$ cat src/design/scvm_pkg.sv
// scvm_pkg: shared types, constants and register indexes of the swing crossfade
// volume mapper. No dependencies; imported by every module of the block.
`default_nettype none
package scvm_pkg;

  localparam int unsigned CFG_ADDR_W = 3;
  localparam int unsigned CFG_DATA_W = 16;

  // register indexes
  localparam logic [CFG_ADDR_W-1:0] CFG_IDLE_THRESHOLD    = 3'd0;
  localparam logic [CFG_ADDR_W-1:0] CFG_MAX_THRESHOLD     = 3'd1;
  localparam logic [CFG_ADDR_W-1:0] CFG_CROSSFADE_LOW     = 3'd2;
  localparam logic [CFG_ADDR_W-1:0] CFG_CROSSFADE_HIGH    = 3'd3;
  localparam logic [CFG_ADDR_W-1:0] CFG_GRAVITY_INFLUENCE = 3'd4;
  localparam logic [CFG_ADDR_W-1:0] CFG_HUM_BASE_VOLUME   = 3'd5;
  localparam logic [CFG_ADDR_W-1:0] CFG_HUM_MAX_DUCKING   = 3'd6;
  localparam logic [CFG_ADDR_W-1:0] CFG_SWAP_MIN_VOLUME   = 3'd7;

  // register reset values
  localparam logic [15:0] RST_IDLE_THRESHOLD    = 16'd256;
  localparam logic [15:0] RST_MAX_THRESHOLD     = 16'd1024;
  localparam logic [15:0] RST_CROSSFADE_LOW     = 16'd256;
  localparam logic [15:0] RST_CROSSFADE_HIGH    = 16'd1024;
  localparam logic [15:0] RST_GRAVITY_INFLUENCE = 16'd0;
  localparam logic [13:0] RST_HUM_BASE_VOLUME   = 14'd16383;
  localparam logic [15:0] RST_HUM_MAX_DUCKING   = 16'd8192;
  localparam logic [15:0] RST_SWAP_MIN_VOLUME   = 16'd32768;

  localparam logic [16:0] UNITY16          = 17'h1_0000;
  localparam logic [30:0] UNITY30          = 31'h4000_0000;
  localparam logic [31:0] SWAP_COOLDOWN_MS = 32'd500;

  // divider runs one quotient bit per cycle
  localparam int unsigned DIV_W = 16;
  localparam int unsigned DIV_CNT_W = $clog2(DIV_W);

  // shared multiplier operand widths
  localparam int unsigned MUL_A_W = 18;
  localparam int unsigned MUL_B_W = 32;
  localparam int unsigned MUL_P_W = MUL_A_W + MUL_B_W;

  typedef struct packed {
    logic [15:0]        kinetic_energy;
    logic signed [15:0] orientation;
    logic               burst;
    logic [31:0]        time_ms;
  } in_item_t;

  typedef struct packed {
    logic [13:0] swing_low_volume;
    logic [13:0] swing_high_volume;
    logic [13:0] hum_volume;
    logic        burst_trigger;
    logic        swap_request;
  } out_item_t;

  typedef struct packed {
    logic             start;
    logic [DIV_W-1:0] num;
    logic [DIV_W-1:0] den;
  } div_req_t;

  typedef struct packed {
    logic signed [MUL_A_W-1:0] a;
    logic signed [MUL_B_W-1:0] b;
  } mul_req_t;

  typedef enum logic [3:0] {
    ST_IDLE,
    ST_MV_START,
    ST_MV_WAIT,
    ST_XF_START,
    ST_XF_WAIT,
    ST_GRAV,
    ST_MIX,
    ST_LO,
    ST_HI,
    ST_DUCK,
    ST_RATIO,
    ST_HUM,
    ST_HUM_TAKE,
    ST_DONE
  } scvm_state_t;

endpackage
`default_nettype wire

$ cat src/design/scvm_div.sv
// scvm_div: restoring divider, (num << 16) / den with num < den, one bit per cycle.
// Depends on scvm_pkg for the request struct and widths.
`default_nettype none
module scvm_div (
  input  wire logic                        clk,
  input  wire logic                        rst_n,
  input  wire scvm_pkg::div_req_t          req,
  output logic                             done,
  output logic [scvm_pkg::DIV_W-1:0]       quot
);
  import scvm_pkg::*;

  logic [DIV_W-1:0]     rem_r, rem_nxt;
  logic [DIV_W-1:0]     den_r;
  logic [DIV_W-1:0]     quo_r, quo_nxt;
  logic [DIV_CNT_W-1:0] cnt_r;
  logic                 busy_r;
  logic                 done_r;
  logic [DIV_W:0]       rem2;

  always_comb begin
    rem2 = {rem_r, 1'b0};
    if (rem2 >= {1'b0, den_r}) begin
      rem_nxt = DIV_W'(rem2 - {1'b0, den_r});
      quo_nxt = {quo_r[DIV_W-2:0], 1'b1};
    end else begin
      rem_nxt = rem2[DIV_W-1:0];
      quo_nxt = {quo_r[DIV_W-2:0], 1'b0};
    end
  end

  always_ff @(posedge clk) begin
    if (!rst_n) begin
      busy_r <= 1'b0;
      done_r <= 1'b0;
      cnt_r  <= '0;
    end else begin
      done_r <= 1'b0;
      if (req.start) begin
        busy_r <= 1'b1;
        cnt_r  <= DIV_CNT_W'(DIV_W - 1);
      end else if (busy_r) begin
        cnt_r <= cnt_r - 1'b1;
        if (cnt_r == '0) begin
          busy_r <= 1'b0;
          done_r <= 1'b1;
        end
      end
    end
  end

  always_ff @(posedge clk) begin
    if (req.start) begin
      rem_r <= req.num;
      den_r <= req.den;
      quo_r <= '0;
    end else if (busy_r) begin
      rem_r <= rem_nxt;
      quo_r <= quo_nxt;
    end
  end

  assign done = done_r;
  assign quot = quo_r;

endmodule
`default_nettype wire

$ cat src/design/scvm_mul.sv
// scvm_mul: shared signed multiplier with a registered product.
// Depends on scvm_pkg for the operand struct and widths.
`default_nettype none
module scvm_mul (
  input  wire logic                             clk,
  input  wire scvm_pkg::mul_req_t               req,
  output logic signed [scvm_pkg::MUL_P_W-1:0]   prod
);
  import scvm_pkg::*;

  logic signed [MUL_P_W-1:0] prod_r;

  always_ff @(posedge clk) begin
    prod_r <= MUL_P_W'(req.a) * MUL_P_W'(req.b);
  end

  assign prod = prod_r;

endmodule
`default_nettype wire

$ cat src/design/swing_crossfade_volume_mapper.sv
// swing_crossfade_volume_mapper: top level, config registers, sequencer and swap state.
// Depends on scvm_pkg, scvm_div and scvm_mul.
//
//   channel | ports                          | transfer when
//   input   | in_valid, in_ready, in_data    | in_valid && in_ready
//   result  | out_valid, out_ready, out_data | out_valid && out_ready
//   config  | cfg_we, cfg_addr, cfg_wdata    | cfg_we
//
// one sample at a time: from input transfer to result the sequencer steps through its
// states in turn, holding the shared divider until done for each band that needs a
// division; the five products pass through the shared multiplier in turn.
// ready only while the sequencer is idle; a held result does not block the next input.
// synchronous active-low reset; no clearing pass.
`default_nettype none
module swing_crossfade_volume_mapper (
  input  wire logic                              clk,
  input  wire logic                              rst_n,
  input  wire logic                              in_valid,
  output logic                                   in_ready,
  input  wire scvm_pkg::in_item_t                in_data,
  output logic                                   out_valid,
  input  wire logic                              out_ready,
  output scvm_pkg::out_item_t                    out_data,
  input  wire logic                              cfg_we,
  input  wire logic [scvm_pkg::CFG_ADDR_W-1:0]   cfg_addr,
  input  wire logic [scvm_pkg::CFG_DATA_W-1:0]   cfg_wdata
);
  import scvm_pkg::*;

  // config
  logic [15:0] idle_thr_r, max_thr_r, xf_low_r, xf_high_r, grav_r, hum_duck_r, swap_min_r;
  logic [13:0] hum_base_r;

  // control
  scvm_state_t st_r, st_nxt;
  logic        out_valid_r, out_valid_nxt;
  logic        swap_armed_r, swap_armed_nxt;
  logic        was_moving_r, was_moving_nxt;
  logic [31:0] last_time_r, last_time_nxt;

  // payload
  in_item_t    item_r, item_nxt;
  logic [16:0] mv_r, mv_nxt;
  logic [16:0] base_r, base_nxt;
  logic [16:0] mix_r, mix_nxt;
  logic [13:0] vl_r, vl_nxt;
  logic [13:0] vh_r, vh_nxt;
  logic [30:0] ratio_r, ratio_nxt;
  logic [13:0] hum_r, hum_nxt;
  out_item_t   out_data_r, out_data_nxt;

  div_req_t                  div_req;
  logic                      div_done;
  logic [DIV_W-1:0]          div_quot;
  mul_req_t                  mul_req;
  logic signed [MUL_P_W-1:0] prod;

  // band evaluation for whichever band the sequencer is on
  logic [15:0] band_lo, band_hi;
  logic        band_need_div;
  logic [16:0] band_direct;

  logic [46:0]        vol_scaled;
  logic signed [19:0] gmod;
  logic signed [20:0] mix_sum;
  logic [32:0]        duck;
  logic [31:0]        idle_ms;
  logic               swap_now;

  scvm_div u_div (
    .clk  (clk),
    .rst_n(rst_n),
    .req  (div_req),
    .done (div_done),
    .quot (div_quot)
  );

  scvm_mul u_mul (
    .clk (clk),
    .req (mul_req),
    .prod(prod)
  );

  always_comb begin
    if (st_r == ST_XF_START) begin
      band_lo = xf_low_r;
      band_hi = xf_high_r;
    end else begin
      band_lo = idle_thr_r;
      band_hi = max_thr_r;
    end
    band_need_div = 1'b0;
    band_direct   = '0;
    // empty or inverted band is a step at the low bound
    if (band_hi <= band_lo) begin
      band_direct = (item_r.kinetic_energy > band_lo) ? UNITY16 : '0;
    end else if (item_r.kinetic_energy <= band_lo) begin
      band_direct = '0;
    end else if (item_r.kinetic_energy >= band_hi) begin
      band_direct = UNITY16;
    end else begin
      band_need_div = 1'b1;
    end
  end

  always_comb begin
    vol_scaled = {prod[32:0], 14'b0} - {14'b0, prod[32:0]};
    gmod       = prod[31:12];
    mix_sum    = $signed({4'b0, base_r}) + $signed({gmod[19], gmod});
    duck       = prod[32:0];
    idle_ms    = item_r.time_ms - last_time_r;
  end

  always_comb begin
    st_nxt         = st_r;
    out_valid_nxt  = out_valid_r;
    swap_armed_nxt = swap_armed_r;
    was_moving_nxt = was_moving_r;
    last_time_nxt  = last_time_r;
    item_nxt       = item_r;
    mv_nxt         = mv_r;
    base_nxt       = base_r;
    mix_nxt        = mix_r;
    vl_nxt         = vl_r;
    vh_nxt         = vh_r;
    ratio_nxt      = ratio_r;
    hum_nxt        = hum_r;
    out_data_nxt   = out_data_r;
    div_req.start  = 1'b0;
    div_req.num    = DIV_W'(item_r.kinetic_energy - band_lo);
    div_req.den    = DIV_W'(band_hi - band_lo);
    mul_req.a      = '0;
    mul_req.b      = '0;
    in_ready       = 1'b0;
    swap_now       = 1'b0;

    if (out_valid_r && out_ready) begin
      out_valid_nxt = 1'b0;
    end

    case (st_r)
      ST_IDLE: begin
        in_ready = 1'b1;
        if (in_valid) begin
          item_nxt = in_data;
          st_nxt   = ST_MV_START;
        end
      end
      ST_MV_START: begin
        if (band_need_div) begin
          div_req.start = 1'b1;
          st_nxt        = ST_MV_WAIT;
        end else begin
          mv_nxt = band_direct;
          st_nxt = ST_XF_START;
        end
      end
      ST_MV_WAIT: begin
        if (div_done) begin
          mv_nxt = {1'b0, div_quot};
          st_nxt = ST_XF_START;
        end
      end
      ST_XF_START: begin
        if (band_need_div) begin
          div_req.start = 1'b1;
          st_nxt        = ST_XF_WAIT;
        end else begin
          base_nxt = band_direct;
          st_nxt   = ST_GRAV;
        end
      end
      ST_XF_WAIT: begin
        if (div_done) begin
          base_nxt = {1'b0, div_quot};
          st_nxt   = ST_GRAV;
        end
      end
      ST_GRAV: begin
        mul_req.a = MUL_A_W'(item_r.orientation);
        mul_req.b = MUL_B_W'($signed(grav_r));
        st_nxt    = ST_MIX;
      end
      ST_MIX: begin
        // orientation term floors toward minus infinity via the arithmetic shift
        if (mix_sum[20]) begin
          mix_nxt = '0;
        end else if (mix_sum > $signed({4'b0, UNITY16})) begin
          mix_nxt = UNITY16;
        end else begin
          mix_nxt = mix_sum[16:0];
        end
        st_nxt = ST_LO;
      end
      ST_LO: begin
        mul_req.a = $signed({1'b0, mv_r});
        mul_req.b = $signed({15'b0, 17'(UNITY16 - mix_r)});
        st_nxt    = ST_HI;
      end
      ST_HI: begin
        // x * 16383 as (x << 14) - x
        vl_nxt    = vol_scaled[45:32];
        mul_req.a = $signed({1'b0, mv_r});
        mul_req.b = $signed({15'b0, mix_r});
        st_nxt    = ST_DUCK;
      end
      ST_DUCK: begin
        vh_nxt    = vol_scaled[45:32];
        mul_req.a = $signed({1'b0, mv_r});
        mul_req.b = $signed({16'b0, hum_duck_r});
        st_nxt    = ST_RATIO;
      end
      ST_RATIO: begin
        // ducking past unity silences the hum
        if (duck >= {2'b0, UNITY30}) begin
          ratio_nxt = '0;
        end else begin
          ratio_nxt = UNITY30 - duck[30:0];
        end
        st_nxt = ST_HUM;
      end
      ST_HUM: begin
        mul_req.a = $signed({4'b0, hum_base_r});
        mul_req.b = $signed({1'b0, ratio_r});
        st_nxt    = ST_HUM_TAKE;
      end
      ST_HUM_TAKE: begin
        hum_nxt = prod[43:30];
        st_nxt  = ST_DONE;
      end
      ST_DONE: begin
        if (!out_valid_r || out_ready) begin
          if ({15'b0, mv_r} > {16'b0, swap_min_r}) begin
            swap_armed_nxt = 1'b1;
          end
          if (mv_r != '0) begin
            was_moving_nxt = 1'b1;
            last_time_nxt  = item_r.time_ms;
          end else if (was_moving_r) begin
            was_moving_nxt = 1'b0;
          end else if (swap_armed_r && (idle_ms >= SWAP_COOLDOWN_MS)) begin
            swap_armed_nxt = 1'b0;
            swap_now       = 1'b1;
          end
          out_data_nxt.swing_low_volume  = vl_r;
          out_data_nxt.swing_high_volume = vh_r;
          out_data_nxt.hum_volume        = hum_r;
          out_data_nxt.burst_trigger     = item_r.burst;
          out_data_nxt.swap_request      = swap_now;
          out_valid_nxt = 1'b1;
          st_nxt        = ST_IDLE;
        end
      end
      default: begin
        st_nxt = ST_IDLE;
      end
    endcase
  end

  always_ff @(posedge clk) begin
    if (!rst_n) begin
      st_r         <= ST_IDLE;
      out_valid_r  <= 1'b0;
      swap_armed_r <= 1'b0;
      was_moving_r <= 1'b0;
      last_time_r  <= '0;
    end else begin
      st_r         <= st_nxt;
      out_valid_r  <= out_valid_nxt;
      swap_armed_r <= swap_armed_nxt;
      was_moving_r <= was_moving_nxt;
      last_time_r  <= last_time_nxt;
    end
  end

  always_ff @(posedge clk) begin
    item_r     <= item_nxt;
    mv_r       <= mv_nxt;
    base_r     <= base_nxt;
    mix_r      <= mix_nxt;
    vl_r       <= vl_nxt;
    vh_r       <= vh_nxt;
    ratio_r    <= ratio_nxt;
    hum_r      <= hum_nxt;
    out_data_r <= out_data_nxt;
  end

  always_ff @(posedge clk) begin
    if (!rst_n) begin
      idle_thr_r <= RST_IDLE_THRESHOLD;
      max_thr_r  <= RST_MAX_THRESHOLD;
      xf_low_r   <= RST_CROSSFADE_LOW;
      xf_high_r  <= RST_CROSSFADE_HIGH;
      grav_r     <= RST_GRAVITY_INFLUENCE;
      hum_base_r <= RST_HUM_BASE_VOLUME;
      hum_duck_r <= RST_HUM_MAX_DUCKING;
      swap_min_r <= RST_SWAP_MIN_VOLUME;
    end else if (cfg_we) begin
      case (cfg_addr)
        CFG_IDLE_THRESHOLD:    idle_thr_r <= cfg_wdata;
        CFG_MAX_THRESHOLD:     max_thr_r  <= cfg_wdata;
        CFG_CROSSFADE_LOW:     xf_low_r   <= cfg_wdata;
        CFG_CROSSFADE_HIGH:    xf_high_r  <= cfg_wdata;
        CFG_GRAVITY_INFLUENCE: grav_r     <= cfg_wdata;
        CFG_HUM_BASE_VOLUME:   hum_base_r <= cfg_wdata[13:0];
        CFG_HUM_MAX_DUCKING:   hum_duck_r <= cfg_wdata;
        CFG_SWAP_MIN_VOLUME:   swap_min_r <= cfg_wdata;
        default: begin
        end
      endcase
    end
  end

  assign out_valid = out_valid_r;
  assign out_data  = out_data_r;

  // divider finishes only while the sequencer waits on it
  a_div_done_in_wait: assert property (@(posedge clk) disable iff (!rst_n)
    div_done |-> (st_r == ST_MV_WAIT || st_r == ST_XF_WAIT))
    else $error("divider done outside a wait state");

  // a new result is only loaded from the final step
  a_result_from_done: assert property (@(posedge clk) disable iff (!rst_n)
    $rose(out_valid_r) |-> $past(st_r) == ST_DONE)
    else $error("result loaded outside the final step");

  // a swap request leaves the swap state disarmed and idle
  a_swap_clears_state: assert property (@(posedge clk) disable iff (!rst_n)
    (out_valid_r && out_data_r.swap_request) |-> (!swap_armed_r && !was_moving_r))
    else $error("swap request with swap state still set");

endmodule
`default_nettype wire
$ cat config.mk
export PLATFORM = sky130hd
export DESIGN_NAME = swing_crossfade_volume_mapper
export DESIGN_NICKNAME = d
export VERILOG_FILES = /design/src/design/scvm_pkg.sv /design/src/design/scvm_div.sv /design/src/design/scvm_mul.sv /design/src/design/swing_crossfade_volume_mapper.sv
export SDC_FILE = /design/constraint.sdc
export NUM_CORES = 2
export LEC_CHECK = 0
export BUFFER_PORTS_ARGS = -buffer_cell sky130_fd_sc_hd__buf_4
export CELL_PAD_IN_SITES_DETAIL_PLACEMENT = 1
export CELL_PAD_IN_SITES_GLOBAL_PLACEMENT = 2
export CORE_MARGIN = 8
export CORE_UTILIZATION = 42
export CTS_CLUSTER_DIAMETER = 100
export CTS_CLUSTER_SIZE = 12
export DETAILED_ROUTE_END_ITERATION = 16
export GPL_TIMING_DRIVEN = 0
export PLACE_DENSITY_LB_ADDON = 0.05
export SYNTH_ARGS = -nofsm -noshare
export SYNTH_HDL_FRONTEND = slang
export SYNTH_HIERARCHICAL = 1
export SYNTH_SLANG_ARGS = --single-unit
$ cat constraint.sdc
create_clock -name clk -period 9 [get_ports clk]
set_input_delay 0.9 -clock clk [delete_from_list [all_inputs] [get_ports clk]]
set_output_delay 0.9 -clock clk [all_outputs]
set_load 0.01 [all_outputs]
; After elaboration in Yosys (flattened, before gate mapping)
; Index checks and enable logic that the tools add are counted.
[classes]
addsub = 9
multipliers = 1
order_cmp = 9
n_eq_ne = 26
mux = 44
bitwise_logic = 2
reduce_logical = 29
[ops]
columns = operator, count
row1 = $pmux W50 S5, 1
row2 = $mux W17, 7
row3 = $mux W16, 5
row4 = $pmux W17 S2, 2
row5 = $pmux W4 S14, 1
row6 = $sub A16 B16 Y16, 3
row7 = $sub A46 B33 Y46, 1
row8 = $mul A18 B32 Y44, 1
row9 = $ge A33 B31 Y1 const B, 1
row10 = $ge A32 B9 Y1 const B, 1
row11 = $le A16 B16 Y1, 2
row12 = $sub A32 B32 Y32, 1
row13 = $sub A31 B31 Y31 const A, 1
row14 = $eq A4 B4 Y1 const B, 6
row15 = $mux W4, 6
row16 = $mux W1, 22
row17 = $add A18 B20 Y21, 1
row18 = $gt A21 B18 Y1 const B, 1
row19 = $reduce_and A2 Y1, 10
row20 = $ge A17 B16 Y1, 1
row21 = $gt A17 B16 Y1, 1
row22 = $reduce_bool A17 Y1, 1
row23 = $sub A17 B17 Y17 const A, 1
row24 = $eq A4 B3 Y1 const B, 4
row25 = other kinds (21), 39
[totals]
register_bits = 496
word_cells = 157

; Depth between registers and ports, before layout
[depth]
ltp_word = 9
mapped_depth = 33
ltp_nobuf = 31

; Cells and area by module
; The synthesis kept the hierarchy.
[modules_own_cells]
columns = mod, n_inst, cells_per_inst, area_each_um2, seq_area_each_um2
row1 = swing_crossfade_volume_mapper, 1, 2335, 22166.3, 10299.9
row2 = scvm_mul, 1, 2322, 21030.2, 1001.0
row3 = scvm_div, 1, 319, 3120.5, 1401.3

; Worst setup path after synthesis
; No wires, ideal clock.
[synth_timing]
kind = register to register
startpoint = reg st_r[3]
endpoint = reg u_mul.prod_r[43], in the netlist u_mul/prod[43]
setup_ns = 0.127
t_arrival_ns = 8.087
path_slack_ns = 0.786
stages_incl_launch_ff = 31
synth_period_minus_slack_ns = 8.214
path_cell_list = dfxtp_1 clkbuf_1 nand2_1 nor3_1 clkbuf_1 a22oi_1 o211ai_1 clkbuf_1 nand2_1 fa_1 inv_1 fa_1 inv_1 fa_1 inv_1 fa_1 fa_1 inv_1 fa_1 inv_1 ha_1 buf_6 nand2_4 nand3_2 a2111o_1 o211ai_2 nand2_2 a221o_2 a21oi_1 o21ai_0 xor2_1
[synth_rtl]
columns = element, line
row1 = start: declaration, swing_crossfade_volume_mapper.sv:35  ; scvm_state_t st_r, st_nxt;
row2 = start signal: assignment, swing_crossfade_volume_mapper.sv:268  ; st_r <= st_nxt;
row3 = end signal: assignment, scvm_mul.sv:14  ; prod_r <= MUL_P_W'(req.a) * MUL_P_W'(req.b);
row4 = end: declaration, scvm_mul.sv:11  ; logic signed [MUL_P_W-1:0] prod_r;

==> results.md <==
- In this run the worst path has a maximum fanout of 10.
- The die footprint is 116,700 um2.
- The count of final setup violators is 0.
- For this design the static power due to leakage is 21.70 nW.
- The tree is rooted in a clkbuf_16.
- The routed design has approximately 160 mm of wire.
- Max-cap violations in this run came to 0.
- The total congestion overflow is 0.
- After synthesis the cells add up to 44,550 um2.
- The DRC violation total after the first TritonRoute iteration is 2,699.
- The weighted congestion reported at the end of routability-driven placement is slightly above 0.9.
- The slew at the pin closest to its max-slew limit is around 1100 ps.
- The accumulated negative setup slack is 0 ps.
- In this run the tool buffered the top-level ports with 118 buffer cells.
- In this run the vertical extent of the chip is 341.7 um.
- The total clock sinks is 496.
- In the post-route analysis, the smallest setup slack over all paths is roughly 230 ps.
- The first global-routing pass estimated between 200 and 250 mm of wire.
- The routed layout has 34,800 vias.
- The die outline width is 341.7 um.
- Once the floorplan was initialized, standard cells occupied 42.32% of the core.
- The flow ran to the end, and the final reports show no timing, DRC or antenna violations.
- The area taken by flip-flops and latches is approximately 13,000 um2.
- The number of nets produced by synthesis is 5,665.
- After clock tree synthesis, the flow added hold-fix buffers numbering 0.
- Entering global routing, the biggest net connects 55 pins.
- The worst slew margin relative to its limit is between 20% and 30%.
- The layout overhead on the synthesized area is 10.71%.
- The longest clock path from root to sink contains 3 buffers.
- The type of the worst min-delay path is register to register.
- For the worst setup path, the data arrival time is 9280 ps.
- At the placement stage, the worst setup path has a slack of -1726 ps.
- The number of routed nets with antenna violations is 0.
- After filler insertion, the fill cell instance count of the layout stands at 12,130.
- The slowest stage of the critical path belongs to the cell fa_1.
- The placeable core region is 105,300 um2.
- The initial antenna violation count is 8.
- Of the cells placed in the final design, the portion with a size suffix greater than 1 is 8.970%.
- Power spread over the standard cell area amounts to 135.0 nW/um2.
- In this design, the stage delay of the slowest critical-path cell is 670 ps.
- The cell area after layout is between 40,000 and 50,000 um2.
- The element type at the critical path end is a register.
- The total cell area at the placement stage is around 47,000 um2.
- The H-tree was split into 2 levels.
- The post-synthesis instance total is 4,796.
- The CTS tree is built.
- Detailed placement finished with a half-perimeter wire length of 124.9 mm.
- For the worst-skew pair, the clock arrives at the later sink with an insertion delay of 640 ps.
- The final setup skew is between 30 and 40 ps.
- The startpoint type of the worst setup path is a register.
- The routed wirelength normalized by instance count is 24.34 um.
- The number of failing hold endpoints at the final stage is 0.
- The classification of the worst setup path is register to register.
- After clock tree synthesis, the clock-pin slew on the worst setup and hold paths is 60 ps.
- Dividing the synthesized area by the synthesized cell count gives between 9 and 10 um2.
- The floorplan has 119 rows.
- The via count of the first global-routing pass was 36,590.
- The total buffers and inverters traversed by the critical path is 4.
- The pre-antenna-repair detailed-routing pass consisted of 9 iterations.
- Clock tree synthesis inserted a total of 48 buffers.
- The signal on the critical path passes through nand2_1, nor3_4, clkbuf_2, and2_2, a21o_1, buf_1, and2_1, fa_1, fa_1, fa_1, fa_1, fa_1, inv_1, fa_1, inv_1, ha_1, and3_1, a221o_1, a21oi_4, nand2_4, a221o_2, a21oi_4, o21ai_0, xor2_1.
- Global routing used between 20% and 30% of the available tracks across all layers.
- After the flow finishes, the layout carries non-filler instances totaling 6,419.
- The area used by multi-input combinational logic is 28,340 um2.
- In the routed layout, each cell is associated on average with a via count of 5.421.
- The maximum VDD drop is 0.1592 mV.
- The worst reg-to-reg setup slack is between 200 and 250 ps.
- The I/O pin count is 135.
- The final routed DRC violation total is 0.
- The worst path in the final design needs a cycle of 8774 ps, including I/O delays and setup.
- The final critical path takes up 97.49% of the cycle.
- The data required time at the worst endpoint is 9500 ps.
- The number of max-slew violations in the final report is 0.
- The placed cell count is 6,315.
- For this run, the number of Yosys warnings is 6.
- Overall power consumption after layout is estimated at 0.006656 W.
- By instance count, the cell type seen most on the critical path is fa_1.
- The highest clock rate is 0.1140 GHz.
- The family of cells with the greatest summed delay on the critical path is adder cells.
- In the final design database the tool counted 5,852 nets.
## per-stage QoR
step / hold slack (ps) / utilization [%]
after detailed placement: 391.2 / 44.99
after global placement: 389.3 / 44.81
after global routing: 409.2 / 46.82
final: 397.3 / 46.85
after floorplan: 385.5 / -
after CTS: 394.1 / 46.71
## layout by cell type (no fill, tap or decap), types with 68 or more instances in the layout
master	n
nand2_1	790
inv_1	761
fa_1	510
edfxtp_1	265
and2_1	259
ha_1	258
dfxtp_1	231
nor2_1	201
buf_4	163
a21boi_0	151
clkbuf_1	132
a21oi_1	118
xnor2_1	96
a21o_1	74
nand3_1	70
nor3_1	68
## area by class of cell
| type | count | area share [%] |
|---|---|---|
| buffer | 221 | 2.210 |
| tap | 1391 | 3.529 |
| multi-input combinational | 3295 | 57.46 |
| timing repair buffer | 152 | 2.448 |
| clock inverter | 4 | 0.1116 |
| clock buffer | 80 | 2.806 |
| inverter | 769 | 5.863 |
| sequential | 496 | 25.51 |
| antenna | 11 | 0.05581 |
## timing repair
action,4_1_cts,5_1_grt
cloned,0,0
pin swaps,12,8
gates resized for setup,95,94
buffers inserted,21,3
setup endpoints to repair,29,11
## flip-flops by register name, indices dropped and copies added, names as in the netlist, 17 cells and up
name / flops
base_r: 17
item_r: 65
last_time_r: 32
mix_r: 17
mv_r: 17
out_data: 44
ratio_r: 31
u_mul/prod: 44
## metal layers
metal  vias to the layer above  share of wire [%]  wire, um  GRT usage (%)
met1                     17750                 48     74610          40.25
met2                       985                 43     66870          39.77
met4                         2                2.1      3358          5.749
met5                         -             0.0083        13              0
li1                      15900                  -         -              -
met3                       167                7.3     11370          4.885
## report_power, final
| group | switching (W) | internal, W | leakage [nW] |
|---|---|---|---|
| combinational | 0.00121 | 0.000697 | 16.8 |
| clock | 0.000915 | 0.00105 | 0.684 |
| sequential | 0.000147 | 0.00264 | 4.26 |
| total | 0.00227 | 0.00439 | 21.7 |
## worst paths after layout
kind	startpoint	end	cells past startpoint
worst max-delay path	st_r[2]	u_mul/prod[43]	24
worst min-delay path	u_mul/prod[35]	hum_r[5]	0
worst max register to register	st_r[2]	u_mul/prod[43]	24
worst min register to register	u_mul/prod[35]	hum_r[5]	0
No activity file was read; power rests on OpenSTA's default activity.
